File: config.mk
export PLATFORM = sky130hd
export DESIGN_NAME = dual_channel_pulse_time_difference_core
export DESIGN_NICKNAME = d
export VERILOG_FILES = /design/src/hw/rtl/pdt_pkg.sv /design/src/hw/rtl/dual_channel_pulse_time_difference_core.sv /design/src/hw/rtl/pdt_front.sv /design/src/hw/rtl/pdt_fifo.sv /design/src/hw/rtl/pdt_back.sv
export SDC_FILE = /design/constraint.sdc
export NUM_CORES = 2
export LEC_CHECK = 0
export BUFFER_PORTS_ARGS = -buffer_cell sky130_fd_sc_hd__buf_2
export CORE_ASPECT_RATIO = 0.75
export CORE_MARGIN = 2
export CORE_UTILIZATION = 50
export CTS_CLUSTER_DIAMETER = 30
export DETAILED_ROUTE_END_ITERATION = 10
export MAX_ROUTING_LAYER = met4
export PLACE_DENSITY = 0.65
export SYNTH_ARGS = -nofsm -noshare
export SYNTH_HDL_FRONTEND = slang
export SYNTH_HIERARCHICAL = 1
export SYNTH_SLANG_ARGS = --single-unit
File: constraint.sdc
create_clock -name clk_i -period 12.6 [get_ports clk_i]
set_input_delay 1.26 -clock clk_i [delete_from_list [all_inputs] [get_ports clk_i]]
set_output_delay 1.26 -clock clk_i [all_outputs]
set_load 0.1 [all_outputs]
File: src/hw/rtl/pdt_pkg.sv
// Shared constants, command and state types for the pulse time difference core.
// Depends on nothing; imported by every other file of the block.
package pdt_pkg;

  localparam int RECORD_LEN   = 8 * 1024;
  localparam int BASELINE_LEN = 100;
  localparam int SAMPLE_BITS  = 14;
  localparam int THR_W        = 14;
  localparam int THR_RESET    = 1200;
  localparam int TIME_W       = 15;
  localparam int TICK_SHIFT   = 2;

  localparam int IDX_W  = $clog2(RECORD_LEN);
  localparam int BL_AW  = (BASELINE_LEN > 1) ? $clog2(BASELINE_LEN) : 1;
  localparam int PTR_W  = $clog2(BASELINE_LEN + 1);
  localparam int SUM_W  = $clog2(BASELINE_LEN) + SAMPLE_BITS;
  localparam int ADD_W  = ((SAMPLE_BITS > THR_W) ? SAMPLE_BITS : THR_W) + 1;
  localparam int PROD_W = $clog2(BASELINE_LEN) + ADD_W;

  localparam int IN_DATA_W  = 32;
  localparam int OUT_DATA_W = 48;
  localparam int OUT_USER_W = 2;

  localparam int FIFO_DEPTH = 4;
  localparam int FIFO_AW    = 2;

  typedef enum logic {
    CMD_EARLY,
    CMD_LIVE
  } cmd_kind_e;

  typedef struct packed {
    cmd_kind_e              kind;
    logic                   scan;
    logic                   last;
    logic [IDX_W-1:0]       idx;
    logic [SAMPLE_BITS-1:0] smp_a;
    logic [SAMPLE_BITS-1:0] smp_b;
  } cmd_t;

  typedef enum logic [1:0] {
    BK_RUN,
    BK_SCAN,
    BK_EMIT
  } back_state_e;

  function automatic logic crosses(logic [SUM_W-1:0] sum, logic [SAMPLE_BITS-1:0] smp,
                                   logic [THR_W-1:0] thr);
    logic [ADD_W-1:0]  level;
    logic [PROD_W-1:0] bound;
    level = ADD_W'(smp) + ADD_W'(thr);
    bound = PROD_W'(BASELINE_LEN) * PROD_W'(level);
    return PROD_W'(sum) > bound;
  endfunction

  function automatic logic [TIME_W-1:0] to_time(logic [IDX_W-1:0] idx);
    return TIME_W'({idx, {TICK_SHIFT{1'b0}}});
  endfunction

endpackage

File: src/hw/rtl/dual_channel_pulse_time_difference_core.sv
// Top level of the dual channel pulse time difference core.
// Depends on pdt_pkg, pdt_front, pdt_fifo and pdt_back.
//
//  channel  | direction | content
//  s_axis   | in        | tdata: sample_a[13:0], sample_b[27:14]
//  m_axis   | out       | tdata: time_a, time_b, time_diff; tuser: found_a, found_b
//  cfg      | in        | threshold, one write per enabled cycle
//
// One sample pair is accepted per cycle while the four entry queue has room.
// When the baseline completes the back end scans the 99 buffered pairs through the
// early store read port; the queue fills and input stalls.
// Each record ends in BK_EMIT, where the back end registers its result.
// Reset is immediate: no clearing pass. A result still waiting at the next record end
// holds the back end; the queue then fills and input stalls.
module dual_channel_pulse_time_difference_core (
  input  logic                           clk_i,
  input  logic                           rst_ni,
  input  logic                           cfg_we_i,
  input  logic [pdt_pkg::THR_W-1:0]      cfg_wdata_i,
  input  logic                           s_axis_tvalid,
  output logic                           s_axis_tready,
  input  logic [pdt_pkg::IN_DATA_W-1:0]  s_axis_tdata,  // sample_a, sample_b
  output logic                           m_axis_tvalid,
  input  logic                           m_axis_tready,
  output logic [pdt_pkg::OUT_DATA_W-1:0] m_axis_tdata,  // time_a, time_b, time_diff
  output logic [pdt_pkg::OUT_USER_W-1:0] m_axis_tuser   // found_a, found_b
);
  import pdt_pkg::*;

  logic full;
  logic push;
  cmd_t push_cmd;
  logic cmd_valid;
  cmd_t head_cmd;
  logic pop;

  pdt_front u_front (
    .clk_i     (clk_i),
    .rst_ni    (rst_ni),
    .s_valid_i (s_axis_tvalid),
    .s_ready_o (s_axis_tready),
    .smp_a_i   (s_axis_tdata[SAMPLE_BITS-1:0]),
    .smp_b_i   (s_axis_tdata[2*SAMPLE_BITS-1:SAMPLE_BITS]),
    .full_i    (full),
    .push_o    (push),
    .cmd_o     (push_cmd)
  );

  pdt_fifo u_fifo (
    .clk_i   (clk_i),
    .rst_ni  (rst_ni),
    .push_i  (push),
    .cmd_i   (push_cmd),
    .full_o  (full),
    .valid_o (cmd_valid),
    .cmd_o   (head_cmd),
    .pop_i   (pop)
  );

  pdt_back u_back (
    .clk_i       (clk_i),
    .rst_ni      (rst_ni),
    .cfg_we_i    (cfg_we_i),
    .cfg_wdata_i (cfg_wdata_i),
    .cmd_valid_i (cmd_valid),
    .cmd_i       (head_cmd),
    .pop_o       (pop),
    .m_valid_o   (m_axis_tvalid),
    .m_ready_i   (m_axis_tready),
    .m_data_o    (m_axis_tdata),
    .m_user_o    (m_axis_tuser)
  );

endmodule

File: src/hw/rtl/pdt_front.sv
// Front end: record position counter and request classification.
// Depends on pdt_pkg; feeds the command queue.
module pdt_front (
  input  logic                            clk_i,
  input  logic                            rst_ni,
  input  logic                            s_valid_i,
  output logic                            s_ready_o,
  input  logic [pdt_pkg::SAMPLE_BITS-1:0] smp_a_i,
  input  logic [pdt_pkg::SAMPLE_BITS-1:0] smp_b_i,
  input  logic                            full_i,
  output logic                            push_o,
  output pdt_pkg::cmd_t                   cmd_o
);
  import pdt_pkg::*;

  logic [IDX_W-1:0] idx_q, idx_d;
  logic             early;
  logic             last;

  assign early     = 32'(idx_q) < BASELINE_LEN;
  assign last      = 32'(idx_q) == RECORD_LEN - 1;
  assign s_ready_o = !full_i;
  assign push_o    = s_valid_i && !full_i;

  always_comb begin
    cmd_o.kind  = early ? CMD_EARLY : CMD_LIVE;
    cmd_o.scan  = early && (32'(idx_q) == BASELINE_LEN - 1 || last);
    cmd_o.last  = last;
    cmd_o.idx   = idx_q;
    cmd_o.smp_a = smp_a_i;
    cmd_o.smp_b = smp_b_i;
  end

  always_comb begin
    idx_d = idx_q;
    if (push_o) begin
      idx_d = last ? '0 : idx_q + 1'b1;
    end
  end

  always_ff @(posedge clk_i or negedge rst_ni) begin
    if (!rst_ni) begin
      idx_q <= '0;
    end else begin
      idx_q <= idx_d;
    end
  end

endmodule

File: src/hw/rtl/pdt_fifo.sv
// Short command queue between front end and back end.
// Depends on pdt_pkg for the command type and depth.
module pdt_fifo (
  input  logic          clk_i,
  input  logic          rst_ni,
  input  logic          push_i,
  input  pdt_pkg::cmd_t cmd_i,
  output logic          full_o,
  output logic          valid_o,
  output pdt_pkg::cmd_t cmd_o,
  input  logic          pop_i
);
  import pdt_pkg::*;

  cmd_t               slot_q [FIFO_DEPTH];
  logic [FIFO_AW-1:0] wr_ptr_q, wr_ptr_d;
  logic [FIFO_AW-1:0] rd_ptr_q, rd_ptr_d;
  logic [FIFO_AW:0]   cnt_q, cnt_d;

  assign full_o  = cnt_q == (FIFO_AW + 1)'(FIFO_DEPTH);
  assign valid_o = cnt_q != '0;
  assign cmd_o   = slot_q[rd_ptr_q];

  always_comb begin
    wr_ptr_d = push_i ? wr_ptr_q + 1'b1 : wr_ptr_q;
    rd_ptr_d = pop_i ? rd_ptr_q + 1'b1 : rd_ptr_q;
    cnt_d    = cnt_q + (FIFO_AW + 1)'(push_i) - (FIFO_AW + 1)'(pop_i);
  end

  always_ff @(posedge clk_i) begin
    if (push_i) begin
      slot_q[wr_ptr_q] <= cmd_i;
    end
  end

  always_ff @(posedge clk_i or negedge rst_ni) begin
    if (!rst_ni) begin
      wr_ptr_q <= '0;
      rd_ptr_q <= '0;
      cnt_q    <= '0;
    end else begin
      wr_ptr_q <= wr_ptr_d;
      rd_ptr_q <= rd_ptr_d;
      cnt_q    <= cnt_d;
    end
  end

endmodule

File: src/hw/rtl/pdt_back.sv
// Back end: baseline sums, early sample store and scan, edge tests, result register.
// Depends on pdt_pkg; drains the command queue.
module pdt_back (
  input  logic                           clk_i,
  input  logic                           rst_ni,
  input  logic                           cfg_we_i,
  input  logic [pdt_pkg::THR_W-1:0]      cfg_wdata_i,
  input  logic                           cmd_valid_i,
  input  pdt_pkg::cmd_t                  cmd_i,
  output logic                           pop_o,
  output logic                           m_valid_o,
  input  logic                           m_ready_i,
  output logic [pdt_pkg::OUT_DATA_W-1:0] m_data_o,
  output logic [pdt_pkg::OUT_USER_W-1:0] m_user_o
);
  import pdt_pkg::*;

  back_state_e state_q, state_d;

  logic [THR_W-1:0]       thr_q;
  logic [SUM_W-1:0]       sum_a_q, sum_a_d, sum_b_q, sum_b_d;
  logic [1:0]             seen_q, seen_d;
  logic [TIME_W-1:0]      time_a_q, time_a_d, time_b_q, time_b_d;
  logic [PTR_W-1:0]       ptr_q, ptr_d;
  logic [PTR_W-1:0]       last_idx_q, last_idx_d;
  logic                   end_pend_q, end_pend_d;
  logic                   chk_vld_q, chk_vld_d;
  logic [PTR_W-1:0]       chk_idx_q, chk_idx_d;
  logic                   out_valid_q, out_valid_d;
  logic [OUT_DATA_W-1:0]  out_data_q, out_data_d;
  logic [OUT_USER_W-1:0]  out_user_q, out_user_d;

  logic [SAMPLE_BITS-1:0] mem_a [BASELINE_LEN];
  logic [SAMPLE_BITS-1:0] mem_b [BASELINE_LEN];
  logic [SAMPLE_BITS-1:0] rd_a_q, rd_b_q;

  logic                   mem_we;
  logic                   issue;
  logic                   emit_go;
  logic                   live_tst;
  logic                   tst_en;
  logic [SAMPLE_BITS-1:0] tst_a, tst_b;
  logic [IDX_W-1:0]       tst_idx;
  logic                   hit_a, hit_b;
  logic [TIME_W-1:0]      diff;

  assign pop_o   = state_q == BK_RUN && cmd_valid_i;
  assign mem_we  = pop_o && cmd_i.kind == CMD_EARLY;
  assign issue   = state_q == BK_SCAN && ptr_q <= last_idx_q;
  assign emit_go = state_q == BK_EMIT && (!out_valid_q || m_ready_i);

  always_comb begin
    state_d = state_q;
    case (state_q)
      BK_RUN: begin
        if (pop_o) begin
          if (cmd_i.kind == CMD_EARLY && cmd_i.scan) begin
            state_d = BK_SCAN;
          end else if (cmd_i.last) begin
            state_d = BK_EMIT;
          end
        end
      end
      BK_SCAN: begin
        if (!issue && !chk_vld_q) begin
          state_d = end_pend_q ? BK_EMIT : BK_RUN;
        end
      end
      BK_EMIT: begin
        if (emit_go) begin
          state_d = BK_RUN;
        end
      end
      default: state_d = BK_RUN;
    endcase
  end

  always_comb begin
    live_tst = pop_o && cmd_i.kind == CMD_LIVE;
    tst_en   = live_tst || chk_vld_q;
    tst_a    = live_tst ? cmd_i.smp_a : rd_a_q;
    tst_b    = live_tst ? cmd_i.smp_b : rd_b_q;
    tst_idx  = live_tst ? cmd_i.idx : IDX_W'(chk_idx_q);
    hit_a    = tst_en && !seen_q[0] && crosses(sum_a_q, tst_a, thr_q);
    hit_b    = tst_en && !seen_q[1] && crosses(sum_b_q, tst_b, thr_q);
    diff     = (time_b_q >= time_a_q) ? time_b_q - time_a_q : time_a_q - time_b_q;
  end

  always_comb begin
    sum_a_d     = sum_a_q;
    sum_b_d     = sum_b_q;
    seen_d      = seen_q | {hit_b, hit_a};
    time_a_d    = hit_a ? to_time(tst_idx) : time_a_q;
    time_b_d    = hit_b ? to_time(tst_idx) : time_b_q;
    ptr_d       = issue ? ptr_q + 1'b1 : ptr_q;
    last_idx_d  = last_idx_q;
    end_pend_d  = end_pend_q;
    chk_vld_d   = issue;
    chk_idx_d   = ptr_q;
    out_valid_d = m_ready_i ? 1'b0 : out_valid_q;
    out_data_d  = out_data_q;
    out_user_d  = out_user_q;
    if (mem_we) begin
      sum_a_d = sum_a_q + SUM_W'(cmd_i.smp_a);
      sum_b_d = sum_b_q + SUM_W'(cmd_i.smp_b);
      if (cmd_i.scan) begin
        ptr_d      = PTR_W'(1);
        last_idx_d = cmd_i.idx[PTR_W-1:0];
        end_pend_d = cmd_i.last;
      end
    end
    if (emit_go) begin
      out_valid_d = 1'b1;
      out_data_d  = OUT_DATA_W'({diff, time_b_q, time_a_q});
      out_user_d  = seen_q;
      seen_d      = '0;
      sum_a_d     = '0;
      sum_b_d     = '0;
    end
  end

  always_ff @(posedge clk_i) begin
    if (mem_we) begin
      mem_a[cmd_i.idx[BL_AW-1:0]] <= cmd_i.smp_a;
      mem_b[cmd_i.idx[BL_AW-1:0]] <= cmd_i.smp_b;
    end
    if (issue) begin
      rd_a_q <= mem_a[ptr_q[BL_AW-1:0]];
      rd_b_q <= mem_b[ptr_q[BL_AW-1:0]];
    end
  end

  always_ff @(posedge clk_i) begin
    out_data_q <= out_data_d;
    out_user_q <= out_user_d;
  end

  always_ff @(posedge clk_i or negedge rst_ni) begin
    if (!rst_ni) begin
      state_q     <= BK_RUN;
      thr_q       <= THR_W'(THR_RESET);
      sum_a_q     <= '0;
      sum_b_q     <= '0;
      seen_q      <= '0;
      time_a_q    <= '0;
      time_b_q    <= '0;
      ptr_q       <= '0;
      last_idx_q  <= '0;
      end_pend_q  <= 1'b0;
      chk_vld_q   <= 1'b0;
      chk_idx_q   <= '0;
      out_valid_q <= 1'b0;
    end else begin
      state_q     <= state_d;
      if (cfg_we_i) begin
        thr_q <= cfg_wdata_i;
      end
      sum_a_q     <= sum_a_d;
      sum_b_q     <= sum_b_d;
      seen_q      <= seen_d;
      time_a_q    <= time_a_d;
      time_b_q    <= time_b_d;
      ptr_q       <= ptr_d;
      last_idx_q  <= last_idx_d;
      end_pend_q  <= end_pend_d;
      chk_vld_q   <= chk_vld_d;
      chk_idx_q   <= chk_idx_d;
      out_valid_q <= out_valid_d;
    end
  end

  assign m_valid_o = out_valid_q;
  assign m_data_o  = out_data_q;
  assign m_user_o  = out_user_q;

  a_chk_range: assert property (@(posedge clk_i) disable iff (!rst_ni)
    chk_vld_q |-> (chk_idx_q != '0 && chk_idx_q <= last_idx_q))
    else $error("scan check outside buffered range");

  a_emit_clears: assert property (@(posedge clk_i) disable iff (!rst_ni)
    emit_go |=> (out_valid_q && seen_q == '0 && sum_a_q == '0 && sum_b_q == '0))
    else $error("record state not cleared on result");

  a_seen_sticky: assert property (@(posedge clk_i) disable iff (!rst_ni)
    (seen_q[0] && state_q != BK_EMIT) |=> seen_q[0])
    else $error("channel one edge lost within record");

  a_no_pop_scan: assert property (@(posedge clk_i) disable iff (!rst_ni)
    (chk_vld_q || issue) |-> !pop_o)
    else $error("queue drained during scan");

endmodule

# ---- Word-level counts from Yosys, hierarchy flattened
# Memory sizes are Yosys's and may differ from the RTL's. A register that Yosys moved wholly into a read port is not among the register bits.
# Cells that the tools add are included.
dict set report classes {
  n_addsub 12
  n_mul 2
  n_lt_le_gt_ge 5
  eq_ne 9
  muxes 27
  bitwise 2
  n_reduce_logical 28
}
# cell n
set ops {}
lappend ops {{$mux W21} 4}
lappend ops {{$gt A21 B22 Y1} 2}
lappend ops {{$add A21 B14 Y21} 2}
lappend ops {{$mul A5 B15 Y20 const A} 2}
lappend ops {{$add A14 B14 Y15} 2}
lappend ops {{$sub A15 B15 Y15} 2}
lappend ops {{$mux W14} 2}
lappend ops {{$mux W13} 2}
lappend ops {{$mux W7} 3}
lappend ops {{$ge A15 B15 Y1} 1}
lappend ops {{$mux W15} 1}
lappend ops {{$mux W2} 7}
lappend ops {{$add A13 B1 Y13 const B} 1}
lappend ops {{$eq A13 B13 Y1 const B} 1}
lappend ops {{$eq A13 B7 Y1 const B} 1}
lappend ops {{$logic_and A1 B1 Y1} 13}
lappend ops {{$lt A13 B7 Y1 const B} 1}
lappend ops {{$add A7 B1 Y7 const B} 1}
lappend ops {{$le A7 B7 Y1} 1}
lappend ops {{$mux W1} 7}
lappend ops {{$logic_not A1 Y1} 6}
lappend ops {{$pmux W2 S3} 1}
lappend ops {{$add A2 B1 Y2 const B} 2}
lappend ops {{$ne A2 B1 Y1 const B} 2}
lappend ops {{other kinds (15)} 18}
dict set report totals {
  reg_bits 173
  ramBits 2976
  inputBits 51
  out_inout_bits 52
  word_cells 107
  memories 3
}
# memory words width read_ports rd_ports_with_merged_regs write_ports line
set mem_list {}
lappend mem_list {u_back.mem_a 100 14 1 1 1 pdt_back.sv:33} ;# logic [SAMPLE_BITS-1:0] mem_a [BASELINE_LEN];
lappend mem_list {u_back.mem_b 100 14 1 1 1 pdt_back.sv:34} ;# logic [SAMPLE_BITS-1:0] mem_b [BASELINE_LEN];
lappend mem_list {u_fifo.slot_q 4 44 1 0 1 pdt_fifo.sv:15} ;# cmd_t slot_q [FIFO_DEPTH];

# ---- Longest topological paths before layout
dict set report depth {
  depth_word 10
  mapped_depth 40
  depth_no_buf 37
}

# ---- Cells and area by module
# The synthesis kept the hierarchy.
# module instances cells_per_inst area_each_um2 seq_area_each_um2
set modules_own_cells {}
lappend modules_own_cells {pdt_back 1 5589 120906.0 88910.3}
lappend modules_own_cells {pdt_fifo 1 264 6802.8 5460.2}
lappend modules_own_cells {pdt_front 1 98 915.9 325.3}

# ---- Worst setup path after synthesis
# OpenSTA, ideal clock, no wires.
dict set report synth_path {
  path_kind {register -> register}
  start {register u_fifo.rd_ptr_q[0]}
  end {register u_back.time_b_q[10]}
  setup_ps 128
  arrival_time_ps 8757
  t_required_ps 12472
  path_slack_ps 3716
  path_stages_with_launch 34
  cell_sequence {dfrtp_1 > buf_6 > mux4_1 > mux2_2 > ha_1 > inv_1 > fa_1 > nand3b_1 > a21boi_0 > o21ai_0 > a21boi_0 > o21a_1 > nor2_1 > xnor2_1 > ha_1 > ha_1 > fa_1 > ha_1 > a21o_1 > a21oi_1 > nand2_1 > o221ai_1 > nor2b_1 > o21ai_0 > nand2b_1 > xnor2_1 > ha_1 > a2111oi_0 > o21ai_0 > o31ai_1 > nor4bb_1 > nor3_1 > buf_2 > mux2_1}
}
# item line
set synth_lines {}
lappend synth_lines {{from (decl)} pdt_fifo.sv:17} ;# logic [FIFO_AW-1:0] rd_ptr_q, rd_ptr_d;
lappend synth_lines {{from (signal assigned)} pdt_fifo.sv:43} ;# rd_ptr_q <= rd_ptr_d;
lappend synth_lines {{to (signal assigned)} pdt_back.sv:162} ;# time_b_q <= time_b_d;
lappend synth_lines {{to (decl)} pdt_back.sv:23} ;# logic [TIME_W-1:0] time_a_q, time_a_d, time_b_q, time_b_d;

==> metrics.md <==
| Metric | Value |
|---|---|
| Outcome | completed |
| PostCTS Resize Cnt | 0 |
| Clk buf depth | 4 |
| Worst EP arrival | approximately 10 ns |
| Clock Skews | between 0.05 and 0.06 ns |
| Storage cell area | 94720 um2 |
| Initial antenna violation count | 23 |
| # IOs | 103 |
| Worst Setup SP | u_fifo/rd_ptr_q[0]$_DFFE_PN0P_ |
| Synthesized cell area | approximately 130000 um2 |
| Ys Warns | 6 |
| Worst EP required | roughly 13 ns |
| Compound-cell area share of the yosys netlist | 0.01638 |
| Crit Path Class | reg2reg |
| Critical path peak fanout | 26 |
| Post-CTS Setup Bufs | 0 |
| Worst path slowest cell | dfrtp_4 |
| Via count | roughly 63000 |
| Period Utilization, post-route | 0.7639 |
| Initial DRC count | between 7000 and 8000 |
| Final Max Slew Viols | 0 |
| FF-to-FF path depth | 32 |
| Max Fclk | around 100 MHz |
| Top cell type's share of synthesized area | 0.7109 |
| Die X | between 500 and 600 um |
| Fin. Hold Viols | 0 |
| CTS tree | built |
| Adder-Cell Fraction of Synth Area | 0.02696 |
| Area growth, synth to finish | 17.09% |
| Area leader, netlist | edfxtp_1 |
| All-Layer GR Usage | 0.2504 |
| Cells after synthesis | ~6000 |
| Worst Hold Class | reg2reg |
| First-pass GRT wire length | 453500 um |
| Vias in the first global route | 62644 |
| Worst-skew pair later-pin latency | 0.95 ns |
| Main area contributors after synthesis | edfxtp_1 (71%), mux4_2 (16%), dfrtp_1 (2.5%), ha_1 (2.3%), mux2_2 (0.74%) |
| Maxcap violations | 0 |
| Layout Cells excl Fill | roughly 10000 |
| Drt pass-1 iters | 5 |
| Clock sink count | between 3000 and 4000 |
| Nets@finish | between 6000 and 7000 |
| Inserted Clock Buffers | between 400 and 500 |
| CP dominant cell by count | ha_1 |
| Hold Buf Count CTS | 0 |
| Slew HR | 0.1621 |
| Synth top cells by count | edfxtp_1 (3045), mux4_2 (934), ha_1 (234) |
| Share of post-route cells with drive strength above 1 | 0.3259 |
| Mux cell area share after synthesis | 0.1764 |
| Synth Flop Type | edfxtp_1 |
| DRC | 0 |
| Die area | 261400 um2 |
| FF-to-FF End | u_back/time_b_q[14]$_DFFE_PN0P_ |
| Fin crit period | 9.625 ns |
| Initial Util | 0.5020 |
| Syn_area_per_cell | approximately 22 um2 |
| Core Box Area | 256200 um2 |
| Grt met3 use | 0.05100 |
| H-Tree Depth | 5 |
| Dpl hpwl | 176300 um |
| Count leader, synth | edfxtp_1 |
| Hold path depth | 0 |
| R2r setup slk | 2.97 ns |
| Met2 Use GR | 0.3560 |
| Clock Tree Root | clkbuf_16 |
| GR Util met1 | 0.3768 |
| Multi-input gate area | roughly 33000 um2 |
| Synth Area in Simple Gates | 0.02017 |
| Rows | approximately 160 |
| Drt wl/cell | 30.87 um |
| Final ANT Viol Nets | 0 |
| Routed vias/inst | slightly above 6 |
| Final setup viols | 0 |
| Post-Synth XOR/XNOR Area | 0.007899 |
| Port bufs | a little under 90 |
| Post-synthesis sequential area ratio | 0.7362 |
| Final WL | ~320000 um |
| Crit-path max cell delay | a little under 0.8 ns |
| Fill cells | between 15000 and 20000 |
| Ys async rst share | 0.04094 |
| Post-synth EDFFs | roughly 3000 |
| Yosys cell types | 74 |
| Setup TNS | 0 ns |
| Worst Setup Start Kind | register |
| Largest family of logic cells by synthesized area | multiplexers |
| Crit. End Element | register |
| RSZ-0062 raised after global routing | false |
| Worst slew pin tran | ~1.3 ns |
| Die H | ~440 um |
| #FFs+latches synth | between 3000 and 4000 |
| Largest net degree at the start of global routing | 130 |
| CP endpoint | u_back/time_b_q[14]$_DFFE_PN0P_ |
| Placed insts | approximately 9300 |
| GRT overflow | 0 |
| Clk slew on worst S/H paths | 0.06 ns |
| Grt peak-use layer | met1 |
| Reg2reg start | u_fifo/rd_ptr_q[0]$_DFFE_PN0P_ |
| Final Wtd Congestion | 0.8339 |
metrics by stage:
step | hold WS (ns) | instance area (um2) | utilization | worst slack [ns]
floorplan | 0.3726 | 128700 | - | 3.716
global placement | 0.4322 | 134100 | 0.5235 | 2.948
detailed placement | 0.4348 | 134100 | 0.5235 | 3.061
CTS | 0.4069 | 150600 | 0.5876 | 3.006
global route | 0.4434 | 150600 | 0.5877 | 2.239
finish | 0.4316 | 150600 | 0.5878 | 2.975
worst max-delay path, delay by kind of cell (launching register included):
family	cells	cell delay, ns
mux	3	1.35
compound gates	11	3.04
xor+xnor	2	0.37
simple gates	6	1.21
fa+ha+maj	6	1.97
flops	1	0.77
buf+inv	4	0.77
how the worst min path moves through the flow:
stage	from	to
finish	u_back/seen_q[1]$_DFF_PN0_	u_back/m_user_o[1]$_DFFE_PP_
detailed placement	u_back/seen_q[1]$_DFF_PN0_	u_back/m_user_o[1]$_DFFE_PP_
floorplan	u_back/chk_idx_d[3]$_DFF_PN0_	u_back/chk_idx_q[3]$_DFF_PN0_
global placement	u_back/seen_q[1]$_DFF_PN0_	u_back/m_user_o[1]$_DFFE_PP_
global route	rst_ni	u_front/idx_q[9]$_DFFE_PN0P_
CTS	rst_ni	u_back/time_b_q[14]$_DFFE_PN0P_
state kept, by name (all words and copies together) (netlist names), 14 cells and up:
register,count
u_fifo/slot_q,176
u_back/m_data_o,39
u_back/mem_a,1400
u_back/sum_b_q,21
u_back/sum_a_q,21
u_back/thr_q,14
u_back/mem_b,1400
u_back/rd_a_q,14
u_back/rd_b_q,14
area by class of cell:
type / instances / share of cell area
repair buffers: 259 / 0.01222
inverters: 140 / 0.003489
clock buffers: 518 / 0.08133
clock inverters: 372 / 0.02771
diodes: 20 / 0.0003323
flip-flops and latches: 3175 / 0.6289
multi-input cells: 2338 / 0.2175
well taps: 3423 / 0.02844
kinds of logic after synthesis:
group,Yosys count
adders and majority gates,261
buffers and inverters,446
and+or+nand+nor,532
AOI/OAI and AO/OA,343
muxes,1077
other,1
DFF,3175
xor gates and xnor gates,116
cells in the final DEF, fill, tap and decap left out, drive strengths merged, types with 10 or more instances in the layout:
cell type  instances
edfxtp          3045
mux4             940
clkbuf           518
buf              259
ha               234
inv              218
clkinv           179
nor2             162
nand2            127
dfrtp            126
o21ai            125
mux2             102
a21oi             80
nand3             70
bufinv            69
xnor2             62
xor2              54
clkinvlp          46
a21o              35
mux2i             35
fa                27
nor3              27
nand2b            25
nor2b             24
diode             20
and3              18
nand4             15
or3               14
o211ai            12
o21a              12
o21bai            10
a31oi             10
per-layer routing:
layer  up-vias  part of all wire
li1      25912                 -
met1     33931              0.43
met2      3096              0.45
met3       432              0.10
met4         0             0.020
met5         -                 0
Power is not shown: default switching activity piles up to over one toggle a cycle in this logic, so the estimate is an artifact.
